[src/design/lcdv_pkg.sv]
// ----------------------------------------------------------------------------
// lcdv_pkg: shared types and constants for the line centroid Doppler velocity
// block. Sample and result payloads, the closed-profile job and status codes.
// ----------------------------------------------------------------------------
package lcdv_pkg;

  // Profile length bound and derived widths
  localparam int MAX_SAMPLES = 64;
  localparam int LOG_MAX     = $clog2(MAX_SAMPLES);
  localparam int CNT_W       = $clog2(MAX_SAMPLES + 1);

  localparam int LAM_W  = 24;
  localparam int INT_W  = 16;
  localparam int PROD_W = LAM_W + INT_W;
  localparam int WLS_W  = LAM_W + LOG_MAX;
  localparam int ISUM_W = INT_W + LOG_MAX;
  localparam int WTD_W  = LAM_W + INT_W + LOG_MAX;

  localparam int VEL_W  = 30;
  localparam int STAT_W = 2;

  // Speed of light in m/s
  localparam int SOL_W = 29;
  localparam logic [SOL_W-1:0] SOL = 29'd299792458;
  localparam int DIV_IDX_W = $clog2(SOL_W);

  // Register reset values
  localparam logic [LAM_W-1:0] REST_RESET = 24'd6302500;
  localparam logic [INT_W-1:0] THR_RESET  = 16'd1000;

  // Status codes
  localparam logic [STAT_W-1:0] STATUS_OK       = 2'd0;
  localparam logic [STAT_W-1:0] STATUS_LOW      = 2'd1;
  localparam logic [STAT_W-1:0] STATUS_FLAT     = 2'd2;
  localparam logic [STAT_W-1:0] STATUS_TOO_LONG = 2'd3;

  // Queue of closed profiles
  localparam int QUEUE_DEPTH = 2;
  localparam int QPTR_W      = $clog2(QUEUE_DEPTH);
  localparam int QCNT_W      = $clog2(QUEUE_DEPTH + 1);

  typedef struct packed {
    logic [LAM_W-1:0] wavelength;
    logic [INT_W-1:0] intensity;
    logic             last_sample;
  } sample_t;

  typedef struct packed {
    logic signed [VEL_W-1:0] velocity;
    logic [STAT_W-1:0]       status;
  } result_t;

  // Sums of one closed profile
  typedef struct packed {
    logic [INT_W-1:0]  peak;
    logic [CNT_W-1:0]  count;
    logic [WLS_W-1:0]  wls;
    logic [ISUM_W-1:0] isum;
    logic [WTD_W-1:0]  wtd;
    logic              too_long;
  } job_t;

endpackage

[src/design/lcdv_back.sv]
// ----------------------------------------------------------------------------
// lcdv_back: velocity unit
// Rebuilds weight and moment from the sums, classifies the profile and runs a
// radix-2 division of C*|moment - l0*weight| by l0*weight, one bit of C a step.
// ----------------------------------------------------------------------------
module lcdv_back (
  input  logic                       clk,
  input  logic                       rst,
  input  logic                       q_valid,
  input  lcdv_pkg::job_t             pop_job,
  output logic                       pop,
  input  logic [lcdv_pkg::LAM_W-1:0] rest_wavelength,
  input  logic [lcdv_pkg::INT_W-1:0] intensity_threshold,
  output logic                       result_valid,
  input  logic                       result_stall,
  output lcdv_pkg::result_t          result
);

  localparam int PRD_W = lcdv_pkg::WTD_W;
  localparam int CP_W  = lcdv_pkg::CNT_W + lcdv_pkg::INT_W;

  localparam logic [2:0] ST_IDLE = 3'd0;
  localparam logic [2:0] ST_MUL  = 3'd1;
  localparam logic [2:0] ST_SUB  = 3'd2;
  localparam logic [2:0] ST_DEN  = 3'd3;
  localparam logic [2:0] ST_CMP  = 3'd4;
  localparam logic [2:0] ST_CHK  = 3'd5;
  localparam logic [2:0] ST_DIV  = 3'd6;
  localparam logic [2:0] ST_FIN  = 3'd7;

  logic [2:0] state;

  lcdv_pkg::job_t                                 jb;
  logic [CP_W-1:0]                                cp;
  logic [PRD_W-1:0]                               pw;
  logic [lcdv_pkg::ISUM_W-1:0]                    weight;
  logic [PRD_W-1:0]                               moment;
  logic [PRD_W-1:0]                               denom;
  logic [PRD_W-1:0]                               mag;
  logic                                           neg;
  logic [PRD_W-1:0]                               rem;
  logic [lcdv_pkg::SOL_W-1:0]                     quo;
  logic [lcdv_pkg::DIV_IDX_W-1:0]                 idx;
  logic [lcdv_pkg::STAT_W-1:0]                    fin_status;
  logic [lcdv_pkg::LAM_W-1:0]                     l0;

  // Division step
  logic [PRD_W+1:0]   t, t_one, t_two;
  logic [PRD_W+1:0]   den_one, den_two;
  logic [PRD_W-1:0]   rem_next;
  logic [1:0]         digit;
  logic [lcdv_pkg::VEL_W-1:0] vel_mag;

  logic out_free;

  assign l0       = (rest_wavelength == '0) ? lcdv_pkg::LAM_W'(1) : rest_wavelength;
  assign pop      = (state == ST_IDLE) && q_valid;
  assign out_free = !result_valid || !result_stall;

  // Partial remainder and quotient digit
  always_comb begin
    den_one = {2'b00, denom};
    den_two = {1'b0, denom, 1'b0};
    t       = {1'b0, rem, 1'b0} + (lcdv_pkg::SOL[idx] ? {2'b00, mag} : '0);
    t_one   = t - den_one;
    t_two   = t - den_two;
    priority if (t >= den_two) begin
      digit    = 2'd2;
      rem_next = t_two[PRD_W-1:0];
    end else if (t >= den_one) begin
      digit    = 2'd1;
      rem_next = t_one[PRD_W-1:0];
    end else begin
      digit    = 2'd0;
      rem_next = t[PRD_W-1:0];
    end
  end

  assign vel_mag = {1'b0, quo};

  // Sequencer
  always_ff @(posedge clk) begin
    if (rst) begin
      state        <= ST_IDLE;
      result_valid <= 1'b0;
    end else begin
      // Raise valid at hand-off, drop it once the result is taken
      if (state == ST_FIN && out_free) begin
        result_valid <= 1'b1;
      end else if (!result_stall) begin
        result_valid <= 1'b0;
      end
      unique case (state)
        ST_IDLE: begin
          if (q_valid) begin
            state <= ST_MUL;
          end
        end
        ST_MUL: state <= ST_SUB;
        ST_SUB: state <= ST_DEN;
        ST_DEN: state <= ST_CMP;
        ST_CMP: state <= ST_CHK;
        ST_CHK: begin
          if (!jb.too_long && jb.peak > intensity_threshold && weight != '0 && mag < denom) begin
            state <= ST_DIV;
          end else begin
            state <= ST_FIN;
          end
        end
        ST_DIV: begin
          if (idx == '0) begin
            state <= ST_FIN;
          end
        end
        ST_FIN: begin
          if (out_free) begin
            state <= ST_IDLE;
          end
        end
        default: state <= ST_IDLE;
      endcase
    end
  end

  // Datapath
  always_ff @(posedge clk) begin
    unique case (state)
      ST_IDLE: begin
        jb <= pop_job;
      end
      ST_MUL: begin
        cp <= CP_W'(jb.count) * CP_W'(jb.peak);
        pw <= PRD_W'(jb.peak) * PRD_W'(jb.wls);
      end
      ST_SUB: begin
        weight <= lcdv_pkg::ISUM_W'(cp - CP_W'(jb.isum));
        moment <= pw - jb.wtd;
      end
      ST_DEN: begin
        denom <= PRD_W'(l0) * PRD_W'(weight);
      end
      ST_CMP: begin
        neg <= moment < denom;
        mag <= (moment < denom) ? denom - moment : moment - denom;
      end
      ST_CHK: begin
        rem <= '0;
        quo <= '0;
        idx <= lcdv_pkg::DIV_IDX_W'(lcdv_pkg::SOL_W - 1);
        priority if (jb.too_long) begin
          fin_status <= lcdv_pkg::STATUS_TOO_LONG;
        end else if (jb.peak <= intensity_threshold) begin
          fin_status <= lcdv_pkg::STATUS_LOW;
        end else if (weight == '0) begin
          fin_status <= lcdv_pkg::STATUS_FLAT;
        end else begin
          fin_status <= lcdv_pkg::STATUS_OK;
          if (mag >= denom) begin
            quo <= lcdv_pkg::SOL;
          end
        end
      end
      ST_DIV: begin
        rem <= rem_next;
        quo <= lcdv_pkg::SOL_W'({quo, 1'b0} + (lcdv_pkg::SOL_W + 1)'(digit));
        idx <= idx - 1'b1;
      end
      ST_FIN: begin
        if (out_free) begin
          result.status <= fin_status;
          if (fin_status != lcdv_pkg::STATUS_OK) begin
            result.velocity <= '0;
          end else if (neg) begin
            result.velocity <= -$signed(vel_mag);
          end else begin
            result.velocity <= $signed(vel_mag);
          end
        end
      end
      default: ;
    endcase
  end

endmodule

[config.mk]
export PLATFORM = sky130hd
export DESIGN_NAME = lcdv_back
export DESIGN_NICKNAME = d
export VERILOG_FILES = /design/src/design/lcdv_pkg.sv /design/src/design/lcdv_back.sv
export SDC_FILE = /design/constraint.sdc
export NUM_CORES = 2
export LEC_CHECK = 0
export BUFFER_PORTS_ARGS = -buffer_cell sky130_fd_sc_hd__buf_2
export CAP_MARGIN = 5
export CORE_MARGIN = 4
export CORE_UTILIZATION = 45
export CTS_CLUSTER_DIAMETER = 80
export DETAILED_ROUTE_END_ITERATION = 7
export PLACE_DENSITY = 0.62
export SETUP_SLACK_MARGIN = 0.2
export SYNTH_ARGS = -nofsm -noshare
export SYNTH_HDL_FRONTEND = slang
export SYNTH_SLANG_ARGS = --single-unit
[constraint.sdc]
create_clock -name clk -period 22.4 [get_ports clk]
set_input_delay 2.24 -clock clk [delete_from_list [all_inputs] [get_ports clk]]
set_output_delay 2.24 -clock clk [all_outputs]
set_load 0.02 [all_outputs]
==> flow_summary.html <==
<table>
<tr><th>Metric</th><th>Value</th></tr>
<tr><th colspan="2">Outcome</th></tr>
<tr><td>Status</td><td>complete, no violations</td></tr>
<tr><th colspan="2">CTS</th></tr>
<tr><td>Clock sink count</td><td>470</td></tr>
<tr><td>Num CTS Buffers</td><td>between 50 and 60</td></tr>
<tr><td>H-Tree Level Count</td><td>2</td></tr>
<tr><td>Post-CTS Hold Fix Bufs</td><td>0</td></tr>
<tr><td>Number of gates resized after CTS</td><td>0</td></tr>
<tr><td>Clk pin slew, worst setup/hold paths</td><td>~0.060 ns</td></tr>
<tr><td>Insertion delay of the later-clocked pin in the worst-skew pair</td><td>approximately 0.7 ns</td></tr>
<tr><td>Root Driver</td><td>sky130_fd_sc_hd__clkbuf_16</td></tr>
<tr><td>Clock tree from TritonCTS</td><td>yes</td></tr>
<tr><td>Buffer depth of the longest clock path</td><td>3</td></tr>
<tr><td>Buffers inserted by post-CTS timing repair</td><td>0</td></tr>
<tr><th colspan="2">Logic synthesis</th></tr>
<tr><td>Part of the Yosys area used for sequential elements</td><td>0.205</td></tr>
<tr><td>Unique cell type count in the Yosys netlist</td><td>73</td></tr>
<tr><td>Syn Nets</td><td>9,139</td></tr>
<tr><td>Register bit count reported by yosys</td><td>470</td></tr>
<tr><td>Most common cell in the netlist</td><td>sky130_fd_sc_hd__inv_1</td></tr>
<tr><td>Mean post-synth cell area</td><td>9.27 um^2</td></tr>
<tr><td>Count of flip-flops with a built-in enable after synthesis</td><td>~470</td></tr>
<tr><td>Post-synthesis cell count</td><td>between 7,000 and 8,000</td></tr>
<tr><td>Biggest area contributors in the synthesized netlist</td><td>sky130_fd_sc_hd__fa_1 (26%), sky130_fd_sc_hd__edfxtp_1 (20%), sky130_fd_sc_hd__ha_1 (12%), sky130_fd_sc_hd__inv_1 (6.3%), sky130_fd_sc_hd__nand2_1 (5.3%)</td></tr>
<tr><td>Share of the synthesized area in the top cell type</td><td>0.263</td></tr>
<tr><td>Share of flip-flops with an asynchronous set or reset after synthesis</td><td>0</td></tr>
<tr><td>Synth area leader</td><td>sky130_fd_sc_hd__fa_1</td></tr>
<tr><td>Post-Syn Area</td><td>around 70,000 um^2</td></tr>
<tr><td>Commonest cells post-synth</td><td>sky130_fd_sc_hd__inv_1 (1,157), sky130_fd_sc_hd__nand2_1 (961), sky130_fd_sc_hd__fa_1 (902)</td></tr>
<tr><td>Main flop type after synthesis</td><td>sky130_fd_sc_hd__edfxtp_1</td></tr>
<tr><td>Total of warnings raised by yosys</td><td>0</td></tr>
<tr><th colspan="2">Floorplanning</th></tr>
<tr><td>Starting utilization of the core area</td><td>0.455</td></tr>
<tr><td>Die width</td><td>~400 um</td></tr>
<tr><td>Number of top-level design ports</td><td>200</td></tr>
<tr><td>Core Footprint</td><td>151,000 um^2</td></tr>
<tr><td>Die ar.</td><td>159,000 um^2</td></tr>
<tr><td>Vertical die dimension</td><td>approximately 400 um</td></tr>
<tr><td>FP Rows</td><td>roughly 140</td></tr>
<tr><th colspan="2">Hold path</th></tr>
<tr><td>End point of the worst hold path</td><td>result[1]</td></tr>
<tr><td>Path class of the lowest-slack min-delay path</td><td>reg -&gt; reg</td></tr>
<tr><td>Count of cells along the worst hold path</td><td>0</td></tr>
<tr><td>Hold Startpoint</td><td>fin_status[1]</td></tr>
<tr><th colspan="2">Global routing</th></tr>
<tr><td>Busiest layer in global routing</td><td>met2</td></tr>
<tr><td>Met3 capacity usage during global routing</td><td>0.0374</td></tr>
<tr><td>Met1 Usage GRT</td><td>0.336</td></tr>
<tr><td>GRT Total Usage</td><td>0.241</td></tr>
<tr><td>Met2 routing resource usage after global routing</td><td>0.388</td></tr>
<tr><td>Antenna violations before repair</td><td>2</td></tr>
<tr><td>Via count of the first global-routing pass</td><td>54,000</td></tr>
<tr><td>Global-route wire length before repair</td><td>about 300 mm</td></tr>
<tr><td>Pin count of the biggest net entering global routing</td><td>70</td></tr>
<tr><td>GRT overflow</td><td>0</td></tr>
<tr><th colspan="2">Finish</th></tr>
<tr><td>Fraction of layout cells with a size suffix above 1</td><td>0.0527</td></tr>
<tr><td>Total inserted antenna cells</td><td>0</td></tr>
<tr><td>Post-route cell area</td><td>~73,000 um^2</td></tr>
<tr><td>Area growth from synthesis to layout</td><td>6.87%</td></tr>
<tr><td>Utilization of the core after routing</td><td>0.486</td></tr>
<tr><td>Total number of nets in the final design</td><td>9,136</td></tr>
<tr><th colspan="2">Routing</th></tr>
<tr><td>Starting DRC count in detailed routing</td><td>3,568</td></tr>
<tr><td>Wire per inst</td><td>around 20 um</td></tr>
<tr><td>Post-route DRC</td><td>0</td></tr>
<tr><td>First-pass DRT Iterations</td><td>8</td></tr>
<tr><td>Antenna viol nets, final</td><td>0</td></tr>
<tr><td>Via-to-Cell Ratio</td><td>5.52</td></tr>
<tr><td>Total via count after detailed routing</td><td>about 52,000</td></tr>
<tr><td>Drt total wl</td><td>between 150 and 200 mm</td></tr>
<tr><th colspan="2">Setup path</th></tr>
<tr><td>R2R cell count</td><td>24</td></tr>
<tr><td>Data arrival at the endpoint of the critical path</td><td>about 10 ns</td></tr>
<tr><td>CP Capture Type</td><td>register</td></tr>
<tr><td>Reg-to-Reg Start</td><td>weight[2]</td></tr>
<tr><td>Category of the worst setup path launch point</td><td>input pin</td></tr>
<tr><td>Reg2Reg Capture Point</td><td>denom[40]</td></tr>
<tr><td>WP data required</td><td>approximately 23 ns</td></tr>
<tr><td>Worst-path maximum fanout</td><td>23</td></tr>
<tr><td>Worst reg-to-reg setup slack</td><td>14.14 ns</td></tr>
<tr><td>Start-to-end type of the worst setup path</td><td>in -&gt; reg</td></tr>
<tr><th colspan="2">Timing</th></tr>
<tr><td>Top achievable clock speed</td><td>103 MHz</td></tr>
<tr><td>Setup repair after global routing missed its margin</td><td>no</td></tr>
<tr><td>Share of the clock period used by the worst path</td><td>0.433</td></tr>
<tr><td>Final count of negative-setup-slack endpoints</td><td>0</td></tr>
<tr><td>Slew Limit Headroom</td><td>0.149</td></tr>
<tr><td>Fin Clk Skew</td><td>about 0.029 ns</td></tr>
<tr><td>Final TNS setup</td><td>0 ns</td></tr>
<tr><td>Clock period minus final worst setup slack</td><td>roughly 9.7 ns</td></tr>
<tr><td>Number of failing hold endpoints at the final stage</td><td>0</td></tr>
<tr><td>Pin slew with the least headroom to its limit</td><td>approximately 1.2 ns</td></tr>
<tr><td>Final max-slew violation count</td><td>0</td></tr>
<tr><td>Final worst hold slack</td><td>roughly 0.49 ns</td></tr>
<tr><th colspan="2">Job</th></tr>
<tr><td>Max cap viols</td><td>0</td></tr>
<tr><th colspan="2">Placement</th></tr>
<tr><td>DPL Wire Length</td><td>about 150 mm</td></tr>
<tr><td>Placer's final routability congestion estimate</td><td>0.939</td></tr>
<tr><td>Placed cell area</td><td>roughly 71,000 um^2</td></tr>
<tr><td>Port Buf Inserts</td><td>199</td></tr>
</table>
layout make-up:
cell class                      instances  area, um^2
Clock inverter                         40         410
Clock buffer                           69        1540
Multi-Input combinational cell       5449       49000
Fill cell                           14300       77400
Timing Repair Buffer                  252        1390
Inverter                             1157        4340
Sequential cell                       470       14100
Tap cell                             2016        2520
cell usage in the layout (no fill, tap or decap), types with 225 or more instances in the layout:
cell,Yosys,routed
sky130_fd_sc_hd__nand2_1,961,961
sky130_fd_sc_hd__and2_1,459,458
sky130_fd_sc_hd__a21o_1,259,259
sky130_fd_sc_hd__ha_1,679,679
sky130_fd_sc_hd__xnor2_1,225,225
sky130_fd_sc_hd__nor2_1,230,229
sky130_fd_sc_hd__o21ai_0,273,273
sky130_fd_sc_hd__fa_1,902,902
sky130_fd_sc_hd__edfxtp_1,465,465
sky130_fd_sc_hd__a21oi_1,408,407
sky130_fd_sc_hd__inv_1,1157,1157
per-layer routing:
layer  vias to the layer above  part of all wire
met5                         -                 0
met1                     26000              0.45
met4                         0             0.033
li1                      24200                 -
met3                       312             0.065
met2                      1681              0.45
flip-flops by register name, indices dropped and copies added, names as in the netlist, named ones only:
signal and flops:
fin_status 2, pw 46, jb 122, quo 29, cp 22, result 32, mag 46, idx 5
rem 46, result_valid 1, denom 46, moment 46, weight 22, neg 1, state 3
cell families (layout without fill, tap and decap cells):
logic type,Yosys count,after routing,share of synthesized area
buffers and inverters,1473,1518,0.0812
DFF,470,470,0.205
adders and majority gates,1582,1582,0.388
AOI/OAI and AO/OA,1337,1337,0.124
xor gates and xnor gates,380,380,0.0486
and+or+nand+nor,2100,2100,0.147
muxes,50,50,0.00745
worst max-delay path: stages:
cell	delay, ns
sky130_fd_sc_hd__buf_2	0.28
sky130_fd_sc_hd__nor4_1	0.60
sky130_fd_sc_hd__nand4_1	0.18
sky130_fd_sc_hd__o21bai_1	0.19
sky130_fd_sc_hd__buf_4	0.29
sky130_fd_sc_hd__nand2_1	0.12
sky130_fd_sc_hd__fa_1	0.55
sky130_fd_sc_hd__fa_1	0.54
sky130_fd_sc_hd__inv_1	0.05
sky130_fd_sc_hd__fa_1	0.50
sky130_fd_sc_hd__fa_1	0.51
sky130_fd_sc_hd__fa_1	0.51
sky130_fd_sc_hd__fa_1	0.54
sky130_fd_sc_hd__inv_1	0.05
sky130_fd_sc_hd__fa_1	0.53
sky130_fd_sc_hd__inv_1	0.04
sky130_fd_sc_hd__ha_1	0.37
sky130_fd_sc_hd__a21o_1	0.21
sky130_fd_sc_hd__a21o_1	0.17
sky130_fd_sc_hd__a21oi_1	0.18
sky130_fd_sc_hd__o21bai_1	0.09
sky130_fd_sc_hd__a21oi_1	0.19
sky130_fd_sc_hd__a211o_1	0.20
sky130_fd_sc_hd__a21oi_1	0.10
sky130_fd_sc_hd__o31a_1	0.30
sky130_fd_sc_hd__o21a_1	0.18
sky130_fd_sc_hd__a221oi_1	0.30
sky130_fd_sc_hd__xnor2_1	0.10
worst max-delay path by stage:
stage,from,endpoint,cells past startpoint
floorplan,state[2],pop,3
global placement,rest_wavelength[18],denom[44],28
detailed placement,rest_wavelength[18],denom[44],28
CTS,rest_wavelength[18],denom[44],28
global route,rest_wavelength[21],denom[45],31
finish,rest_wavelength[21],denom[44],28
stage by stage:
| step | cells | setup WS, ns |
|---|---|---|
| final | 9453 | 12.70 |
| after detailed placement | 9344 | 12.03 |
| after global routing | 9453 | 12.33 |
| after CTS | 9453 | 12.78 |
| after global placement | 9344 | 12.15 |
| after floorplan | 7392 | 10.45 |
Power is left out: the tool's default activity adds up to more than one toggle a clock period on the data nets, which glitch-free logic cannot reach.
