File: src/design/lcdv_pkg.sv
// ----------------------------------------------------------------------------
// lcdv_pkg: shared types and constants for the line centroid Doppler velocity
// block. Sample and result payloads, the closed-profile job and status codes.
// ----------------------------------------------------------------------------
package lcdv_pkg;

  // Profile length bound and derived widths
  localparam int MAX_SAMPLES = 64;
  localparam int LOG_MAX     = $clog2(MAX_SAMPLES);
  localparam int CNT_W       = $clog2(MAX_SAMPLES + 1);

  localparam int LAM_W  = 24;
  localparam int INT_W  = 16;
  localparam int PROD_W = LAM_W + INT_W;
  localparam int WLS_W  = LAM_W + LOG_MAX;
  localparam int ISUM_W = INT_W + LOG_MAX;
  localparam int WTD_W  = LAM_W + INT_W + LOG_MAX;

  localparam int VEL_W  = 30;
  localparam int STAT_W = 2;

  // Speed of light in m/s
  localparam int SOL_W = 29;
  localparam logic [SOL_W-1:0] SOL = 29'd299792458;
  localparam int DIV_IDX_W = $clog2(SOL_W);

  // Register reset values
  localparam logic [LAM_W-1:0] REST_RESET = 24'd6302500;
  localparam logic [INT_W-1:0] THR_RESET  = 16'd1000;

  // Status codes
  localparam logic [STAT_W-1:0] STATUS_OK       = 2'd0;
  localparam logic [STAT_W-1:0] STATUS_LOW      = 2'd1;
  localparam logic [STAT_W-1:0] STATUS_FLAT     = 2'd2;
  localparam logic [STAT_W-1:0] STATUS_TOO_LONG = 2'd3;

  // Queue of closed profiles
  localparam int QUEUE_DEPTH = 2;
  localparam int QPTR_W      = $clog2(QUEUE_DEPTH);
  localparam int QCNT_W      = $clog2(QUEUE_DEPTH + 1);

  typedef struct packed {
    logic [LAM_W-1:0] wavelength;
    logic [INT_W-1:0] intensity;
    logic             last_sample;
  } sample_t;

  typedef struct packed {
    logic signed [VEL_W-1:0] velocity;
    logic [STAT_W-1:0]       status;
  } result_t;

  // Sums of one closed profile
  typedef struct packed {
    logic [INT_W-1:0]  peak;
    logic [CNT_W-1:0]  count;
    logic [WLS_W-1:0]  wls;
    logic [ISUM_W-1:0] isum;
    logic [WTD_W-1:0]  wtd;
    logic              too_long;
  } job_t;

endpackage

File: src/design/lcdv_queue.sv
// ----------------------------------------------------------------------------
// lcdv_queue: short queue of closed profiles
// Decouples the sample accumulator from the velocity unit.
// ----------------------------------------------------------------------------
module lcdv_queue (
  input  logic           clk,
  input  logic           rst,
  input  logic           push,
  input  lcdv_pkg::job_t push_job,
  output logic           full,
  input  logic           pop,
  output logic           q_valid,
  output lcdv_pkg::job_t pop_job
);

  lcdv_pkg::job_t                entries [lcdv_pkg::QUEUE_DEPTH];
  logic [lcdv_pkg::QPTR_W-1:0]   wr_ptr, rd_ptr;
  logic [lcdv_pkg::QCNT_W-1:0]   fill;

  assign full    = fill == lcdv_pkg::QCNT_W'(lcdv_pkg::QUEUE_DEPTH);
  assign q_valid = fill != '0;
  assign pop_job = entries[rd_ptr];

  // Advance pointers and fill level
  always_ff @(posedge clk) begin
    if (rst) begin
      wr_ptr <= '0;
      rd_ptr <= '0;
      fill   <= '0;
    end else begin
      if (push) begin
        wr_ptr <= wr_ptr + 1'b1;
      end
      if (pop) begin
        rd_ptr <= rd_ptr + 1'b1;
      end
      if (push && !pop) begin
        fill <= fill + 1'b1;
      end else if (pop && !push) begin
        fill <= fill - 1'b1;
      end
    end
  end

  // Store entries
  always_ff @(posedge clk) begin
    if (push) begin
      entries[wr_ptr] <= push_job;
    end
  end

endmodule

File: config.mk
export PLATFORM = sky130hd
export DESIGN_NAME = lcdv_queue
export DESIGN_NICKNAME = d
export VERILOG_FILES = /design/src/design/lcdv_pkg.sv /design/src/design/lcdv_queue.sv
export SDC_FILE = /design/constraint.sdc
export NUM_CORES = 1
export LEC_CHECK = 0
export BUFFER_PORTS_ARGS = -buffer_cell sky130_fd_sc_hd__buf_2
export CAP_MARGIN = 5
export CORE_UTILIZATION = 52
export DETAILED_ROUTE_END_ITERATION = 8
export GPL_TIMING_DRIVEN = 0
export MAX_ROUTING_LAYER = met4
export PLACE_DENSITY = 0.89
export SETUP_SLACK_MARGIN = 0.15
export SYNTH_ARGS = -nofsm -noshare
export SYNTH_HDL_FRONTEND = slang
export SYNTH_SLANG_ARGS = --single-unit
File: constraint.sdc
create_clock -name clk -period 11.4 [get_ports clk]
set_clock_uncertainty 0.15 [all_clocks]
set_input_delay 1.14 -clock clk [delete_from_list [all_inputs] [get_ports clk]]
set_output_delay 1.14 -clock clk [all_outputs]
set_load 0.005 [all_outputs]
==> results of run 1 <==
==> cell usage after synthesis, types with 2 or more instances <==
master | count | area (µm²)
nor2b_1 | 2 | 12.51
mux2_2 | 42 | 473.0
buf_6 | 9 | 101.4
xor2_1 | 2 | 17.52
mux2_4 | 80 | 1201
nor2_1 | 4 | 15.01
dfxtp_1 | 5 | 100.1
edfxtp_1 | 244 | 7327
xnor2_1 | 2 | 17.52
buf_2 | 4 | 20.02
==> sequential cells by signal (all words and copies together), names as in the netlist, named ones only <==
| signal | count |
|---|---|
| entries | 244 |
| fill | 2 |
| rd_ptr | 1 |
| wr_ptr | 1 |
==> stage by stage <==
stage                       util  cell area, µm²
after floorplan                -            9345
after global routing      0.6741           11740
after global placement    0.6243           10870
final                     0.6741           11740
after CTS                 0.6739           11740
after detailed placement  0.6303           10980
==> area by class of cell <==
class / count / share of cell area
inverters: 1 / 0.0003197
plain buffers: 14 / 0.01162
flip-flops and latches: 249 / 0.6326
repair buffers: 253 / 0.1142
clock buffers: 35 / 0.05819
clock inverters: 9 / 0.006501
well taps: 225 / 0.02398
diodes: 1 / 0.0002132
multi-input cells: 138 / 0.1523
==> cell families after synthesis <==
| logic type | Yosys count | synth area share |
|---|---|---|
| DFF | 249 | 0.7948 |
| muxes | 122 | 0.1791 |
| adders and majority gates | 1 | 0.001339 |
| xor gates and xnor gates | 4 | 0.003750 |
| AOI/OAI and AO/OA | 2 | 0.001070 |
| and+or+nand+nor | 9 | 0.004954 |
| buffers and inverters | 15 | 0.01499 |
==> critical path: stages (launching register included) <==
cell and delay (ps):
dfxtp_1 320, buf_6 110, buf_8 160, buf_6 200, mux2_4 330, buf_2 130
==> power by group <==
group | internal [mW] | total [mW] | switching, mW | leakage, nW
combinational | 0.128 | 0.234 | 0.106 | 1.92
sequential | 1.07 | 1.08 | 0.0154 | 2.33
clock | 0.439 | 0.751 | 0.311 | 0.367
total | 1.64 | 2.07 | 0.433 | 4.62
==> layer usage <==
| metal | track usage | up-vias | part of all wire |
|---|---|---|---|
| li1 | - | 2158 | - |
| met1 | 0.2085 | 2268 | 0.36 |
| met2 | 0.3491 | 217 | 0.53 |
| met3 | 0.04922 | 27 | 0.088 |
| met4 | 0.05864 | 0 | 0.020 |
| met5 | - | - | 0 |
==> how the worst max path moves through the flow <==
stage,startpoint,endpoint,slack [ps]
after detailed placement,push,entries[0][57],8440
after global routing,flip-flop,pop_job[29],8250
after CTS,flip-flop,pop_job[34],8270
after floorplan,push,entries[0][0],4200
after global placement,push,entries[0][23],1720
final,flip-flop,pop_job[34],8320
==> results.cfg, run 1 <==
[layout]
multi_input_comb_area_um2 = 1788
syn_to_final_growth_pct = 25.63
instances_no_fill = 925
regArea_um2 = 7427
final_cell_mix = 253 x buf_2, 244 x edfxtp_1, 80 x mux2_4
final_nets = 809
drive_gt1_frac = 0.6080
layout_commonest_cell = buf_2
fill_cells = 1140

[worst_setup_path]
worstPathArrival_ps = 1790
startpoint_type = flip-flop
end_kind = primary output
r2r_slack_ps = 9320
rr_worst_depth = 2
r2r-start = wr_ptr
crit_required_ps = 10110
reg2reg_to = entries[1][57]
crit_type = flip-flop to primary output
path_max_fanout = 10

[placement]
dpl_worst_slack_ps = 8437
routabilityCongestion = 0.7481
io_buffer_count = 249
dp.cells = 880
dp_hpwl_um = 12270

[min_path]
holdPathStages = 2
holdCritPathClass = flip-flop to flip-flop
hold_end = fill[1]
min_from = fill[1]

[cts]
hold_buffers = 0
path_clk_slew_ps = 60
clock_sinks = 249
root_buffer = clkbuf_16
clk_path_buf_depth = 3
cts_tree = yes
cts_buffers = 25
cts_resized = 0
clock_latency_ps = 510
postCtsSetupBuffers = 0
cts_max_level = 1

[detailed_routing]
vias = 4670
final_antenna_net_count = 0
drc_errors = 0
dr.pass1.iters = 4
vias_per_cell = 5.049
routed_wl_um = 17640
drt_iter0_markers = 202
routedWlPerCell_um = 19.07

[outcome]
status = completed

[synthesis]
synth.avg_cell_area_um2 = 23.25
synthDistinctLibCells = 18
yosysWarnings = 0
syn_nets = 529
ys_async_sr_fraction = 0
syn_area_um2 = 9345
yosysSeqAreaShare = 0.7948
yosys_register_bits = 249
synth_edf_count = 244
synth_top_flop_cell = edfxtp_1
syn_inst = 402

[global_routing]
track_usage = 0.1939
grt_overflow_total = 0
grt_pass1_vias = 4969
grt_pass1_wl_um = 25830
antenna_found_initial = 1
grt_max_degree = 65

[sta]
setup-violations-final = 0
timing.fmax_ghz = 0.3251
worstMarginPinSlew_ps = 1046
hold_slack_ps = 362.1
min_period_ps = 3076
final_hold_viol_count = 0
maxSlewViolCount = 0
rsz0062_at_grt = no
fin_crit_sh = 0.2698
slew_headroom = 0.3009
setup_tns_ps = 0
setup_ws_ps = 8324

[power_and_ir_drop]
vdd_drop_max_v = 0.0001354
p_total_mw = 2.069
leakagePower_nw = 4.619
power_per_cell_area_nw_per_um2 = 176.3

[floorplanning]
fp.dieW_um = 136.1
io_pins = 250
dieArea_um2 = 18510
core_area_um2 = 17420
die_height_um = 136.1
start_util = 0.5366
num_rows = 48

[flow_run]
drv_cap = 0
No activity file was read; power rests on OpenSTA's default activity.
==> inputs of run 2 (changes only) <==
--- a/config.mk
+++ b/config.mk
@@ -7,11 +7,11 @@
 export LEC_CHECK = 0
 export BUFFER_PORTS_ARGS = -buffer_cell sky130_fd_sc_hd__buf_2
 export CAP_MARGIN = 5
-export CORE_UTILIZATION = 52
+export CORE_UTILIZATION = 47
 export DETAILED_ROUTE_END_ITERATION = 8
 export GPL_TIMING_DRIVEN = 0
 export MAX_ROUTING_LAYER = met4
-export PLACE_DENSITY = 0.89
+export PLACE_DENSITY = 0.85
 export SETUP_SLACK_MARGIN = 0.15
 export SYNTH_ARGS = -nofsm -noshare
 export SYNTH_HDL_FRONTEND = slang
==> constraint.sdc (replaced) <==
create_clock -name clk -period 2.7 [get_ports clk]
set_clock_uncertainty 0.15 [all_clocks]
set_input_delay 0.27 -clock clk [delete_from_list [all_inputs] [get_ports clk]]
set_output_delay 0.27 -clock clk [all_outputs]
set_load 0.005 [all_outputs]
==> run 2 against run 1 <==
Compared with the run above: count of clock-buffer cells in the layout down 8; largest power group unchanged; highest routed layer unchanged; critical path type unchanged; first-iteration DRC count down 16%; flip-flop and latch count unchanged; cell area up 11%.
==> results.cfg, run 2 (synthesized netlist as in run 1, its figures left out) <==
[detailed_routing]
vias_per_cell = 4.835
dr.pass1.iters = 4
vias = 5261
final_antenna_net_count = 0
routed_wl_um = 19730
routedWlPerCell_um = 18.13
drc_errors = 0
drt_iter0_markers = 169

[layout]
largest_registers = entries x244, fill x2
final_cell_mix = 253 x buf_2, 244 x edfxtp_1, 125 x dlygate4sd3_1
drive_gt1_frac = 0.5195
syn_to_final_growth_pct = 39.70
layout_commonest_cell = buf_2
final_cell_area_um2 = 13060
final_nets = 934
largest_register_ff_count = 244
fin_util = 0.6708
fill_cells = 1236
largest_register = entries
instances_no_fill = 1088

[worst_setup_path]
crit_required_ps = 2280
worstPathArrival_ps = 1800
end_kind = primary output
crit_type = flip-flop to primary output
r2r_slack_ps = 630
path_max_fanout = 10
startpoint_type = flip-flop

[placement]
routabilityCongestion = 0.7199
dp_hpwl_um = 11600
place_area_um2 = 11020
dp.cells = 920
io_buffer_count = 249

[global_routing]
track_usage = 0.1924
grt_pass1_vias = 5715
grt_max_degree = 67
antenna_found_initial = 1
grt_overflow_total = 0
grt_pass1_wl_um = 28880

[floorplanning]
core_area_um2 = 19460
dieArea_um2 = 20450
fp.dieW_um = 143.0
start_util = 0.4802
num_rows = 51
io_pins = 250
die_height_um = 143.0

[power_and_ir_drop]
power_per_cell_area_nw_per_um2 = 692.2
leakagePower_nw = 5.158
p_total_mw = 9.037
vdd_drop_max_v = 0.0007004

[cts]
clock_sinks = 249
postCtsSetupBuffers = 0
clock_latency_ps = 510
path_clk_slew_ps = 60
root_buffer = clkbuf_16
cts_buffers = 25
cts_max_level = 1
clk_path_buf_depth = 3
cts_tree = yes

[min_path]
holdCritPathClass = primary input to flip-flop

[sta]
rsz0062_at_grt = no
maxSlewViolCount = 0
fin_crit_sh = 0.8208
slew_headroom = 0.4400
hold_slack_ps = 145.0
worstMarginPinSlew_ps = 838.3
final_hold_viol_count = 0
min_period_ps = 2216
setup-violations-final = 0
timing.fmax_ghz = 0.4512

[flow_run]
drv_cap = 0

[outcome]
status = completed
[run 2: cell count changes in the layout (fill, tap and decap cells not counted), sizes merged]
cell         previous run  this run
bufinv                  1         3
clkinvlp                1         0
clkbuf                 35        27
dlygate4sd3             0       125
clkinv                  6        11
[run 2: worst paths after layout]
check,start,endpoint,depth (start not counted)
max,flip-flop,pop_job[60],5
min,push,fill[0],4
max reg2reg,wr_ptr,entries[0][45],3
min reg2reg,fill[1],fill[1],2
[run 2: what timing repair did]
| action | CTS | global route |
|---|---|---|
| endpoints found under the setup margin | 0 | 0 |
| gates resized for setup | 0 | 0 |
| hold buffers | 125 | 0 |
| hold endpoints to repair | 249 | 0 |
[run 2: where the power goes]
part	switching [mW]	internal, mW	total, mW	leakage, nW
Clock	1.35	1.96	3.31	0.386
Combinational	0.489	0.657	1.15	2.44
Sequential	0.0652	4.51	4.58	2.33
Total	1.90	7.13	9.04	5.16
[run 2: metal layers]
| layer | global-route usage | vias up | part of all wire |
|---|---|---|---|
| li1 | - | 2401 | - |
| met1 | 0.1968 | 2593 | 0.36 |
| met2 | 0.3599 | 217 | 0.55 |
| met3 | 0.04091 | 50 | 0.062 |
| met4 | 0.06791 | 0 | 0.029 |
| met5 | - | - | 0 |
[run 2: critical path, cell delays in order (launching register included)]
cell     delay, ps
dfxtp_1        320
buf_6          120
buf_8          170
buf_6          200
mux2_4         320
buf_2          140
[run 2: final cells by class]
class                      count  area, µm²  area share
clock buffer                  27      633.1     0.04850
clock inverter                15      146.4     0.01121
inverter                       1      3.754   0.0002875
buffer                        14      136.4     0.01045
multi-input combinational    138       1788      0.1370
timing repair buffer         378       2585      0.1980
antenna                        1      2.502   0.0001917
sequential                   249       7428      0.5690
tap                          265      331.6     0.02540
[run 2: through the flow]
stage / TNS (ps) / worst slack (ps)
after global routing: 0 / 417.8
after CTS: 0 / 455.9
after floorplan: -824.4 / -6.757
after global placement: -150240 / -849.9
final: 0 / 483.9
after detailed placement: 0 / 519.9
==> inputs of run 3 (changes only) <==
--- a/config.mk
+++ b/config.mk
@@ -7,11 +7,11 @@
 export LEC_CHECK = 0
 export BUFFER_PORTS_ARGS = -buffer_cell sky130_fd_sc_hd__buf_2
 export CAP_MARGIN = 5
-export CORE_UTILIZATION = 47
+export CORE_UTILIZATION = 52
 export DETAILED_ROUTE_END_ITERATION = 8
 export GPL_TIMING_DRIVEN = 0
 export MAX_ROUTING_LAYER = met4
-export PLACE_DENSITY = 0.85
+export PLACE_DENSITY = 0.89
 export SETUP_SLACK_MARGIN = 0.15
 export SYNTH_ARGS = -nofsm -noshare
 export SYNTH_HDL_FRONTEND = slang
==> constraint.sdc (replaced) <==
create_clock -name clk -period 2.2 [get_ports clk]
set_clock_uncertainty 0.15 [all_clocks]
set_input_delay 0.22 -clock clk [delete_from_list [all_inputs] [get_ports clk]]
set_output_delay 0.22 -clock clk [all_outputs]
set_load 0.005 [all_outputs]
==> run 3 against run 2 <==
Compared with the run above: routed wire length increased by 20%; non-clock buffer count increased by 9; register-to-register slack got worse by 320 ps; critical endpoint is now pop_job[59]; power increased by 27%; global-route usage increased by 3.5 points; clock power increased by 24%; critical path type unchanged; via count increased by 4.1%; first-iteration DRC count increased by 85%; utilization increased by 12 points; count of clock-buffer cells in the layout increased by 3; die area decreased by 9.5%; flip-flop and latch count unchanged.
==> results.cfg, run 3 (synthesized netlist as in run 1, its figures left out) <==
[placement]
dpl_worst_slack_ps = 10.74
place_area_um2 = 10970
routabilityCongestion = 0.8151
io_buffer_count = 249
dp.cells = 880
dp_hpwl_um = 11930

[global_routing]
track_usage = 0.2277
grt_pass1_vias = 5737
grt_max_degree = 66
grt_overflow_total = 0
grt_pass1_wl_um = 30640
antenna_found_initial = 0

[floorplanning]
dieArea_um2 = 18510
die_height_um = 136.1
start_util = 0.5366
core_area_um2 = 17420
fp.dieW_um = 136.1
num_rows = 48
io_pins = 250

[sta]
slew_headroom = 0.4883
timing.fmax_ghz = 0.4691
worstMarginPinSlew_ps = 764.1
final_hold_viol_count = 0
rsz0062_at_grt = yes
fin_crit_sh = 0.9689
setup-violations-final = 0
maxSlewViolCount = 0
setup_ws_ps = 68.43
setup_tns_ps = 0
min_period_ps = 2132

[power_and_ir_drop]
seq_power_share = 0.490
p_clk_frac = 0.356
leakagePower_nw = 5.432
vdd_drop_max_v = 0.0007912
p_int_mw = 9.029
power_per_cell_area_nw_per_um2 = 835.8
p_sw_mw = 2.474
comb_power_share = 0.154
swShare = 0.2151

[worst_setup_path]
crit_type = flip-flop to primary output
r2r-start = wr_ptr
crit_required_ps = 1830
cp.depth = 5
slowest_stage = dfxtp_2
path_max_fanout = 8
worstPathArrival_ps = 1760
cp_top_family = buffers and inverters
end_kind = primary output
rr_worst_depth = 3
cpMostUsedCell = clkbuf_16
slowest_delay_ps = 330
startpoint_type = flip-flop
crit_chain = buf_8 > clkbuf_16 > clkbuf_16 > mux2_4 > buf_6
crit_buf_inv = 4

[layout]
largest_register = entries
largest_registers = entries x244, fill x2
largest_register_ff_count = 244
syn_to_final_growth_pct = 47.28
final_nets = 944
fill_cells = 869
final_cell_mix = 244 x edfxtp_1, 180 x buf_2, 125 x dlygate4sd3_1
final_cell_area_um2 = 13760
fin_util = 0.7902
layout_commonest_cell = edfxtp_1
drive_gt1_frac = 0.5234
instances_no_fill = 1060
antenna_cells = 0

[detailed_routing]
routedWlPerCell_um = 22.39
routed_wl_um = 23730
drc_errors = 0
vias_per_cell = 5.165
vias = 5475
drt_iter0_markers = 313
dr.pass1.iters = 5
final_antenna_net_count = 0

[outcome]
status = completed

[cts]
clock_sinks = 249
root_buffer = clkbuf_16
clk_path_buf_depth = 3
path_clk_slew_ps = 60
cts_buffers = 24
clock_latency_ps = 490
cts_max_level = 1
cts_tree = yes

[flow_run]
drv_cap = 0

[min_path]
holdCritPathClass = primary input to flip-flop
min_from = push
holdPathStages = 2
==> run 3: per-stage QoR <==
stage	power [mW]	hold slack, ps
after detailed placement	6.931	261.6
after floorplan	6.382	135.0
final	11.50	161.5
after global routing	11.85	147.1
after global placement	6.862	257.9
after CTS	11.15	84.71
==> run 3: layout make-up <==
type                       instances  area [µm²]  share of cell area
clock inverter                    14       138.9             0.01009
buffer                            14       225.2             0.01636
inverter                           1       3.754           0.0002727
timing repair buffer             387        3228              0.2345
multi-input combinational        140        1812              0.1316
tap                              225       281.5             0.02045
clock buffer                      30       644.4             0.04682
sequential                       249        7430              0.5398
==> run 3: path summary, 6_finish.rpt <==
kind | endpoint | slack [ps]
setup / recovery | pop_job[59] | 70
hold / removal | entries[0][40] | 160
setup reg to reg | entries[0][54] | 310
hold reg to reg | fill[1] | 430
==> run 3: timing repair <==
| action | 4_1_cts | 5_1_grt |
|---|---|---|
| resized for setup | 14 | 83 |
| endpoints found under the setup margin | 150 | 187 |
| gates cloned | 1 | 9 |
| hold buffers | 125 | 0 |
| buffers inserted | 1 | 0 |
| pin swaps | 0 | 1 |
| endpoints found under the hold margin | 249 | 0 |
==> run 3: routing by layer <==
metal / routed length (µm) / up-vias / part of all wire / GRT usage
li1: - / 2427 / - / -
met1: 8699 / 2725 / 0.37 / 0.2512
met2: 12860 / 277 / 0.54 / 0.4193
met3: 1616 / 46 / 0.068 / 0.04251
met4: 554 / 0 / 0.023 / 0.05864
met5: 0 / - / 0 / -
==> run 3: power by group through the flow <==
stage               clock network, mW  logic, mW  registers, mW
finish                           4.09       1.78           5.64
global route                     4.33       1.87           5.65
CTS                              4.10       1.43           5.62
detailed placement                  0       1.21           5.72
global placement                    0       1.15           5.71
floorplan                           0      0.682           5.70
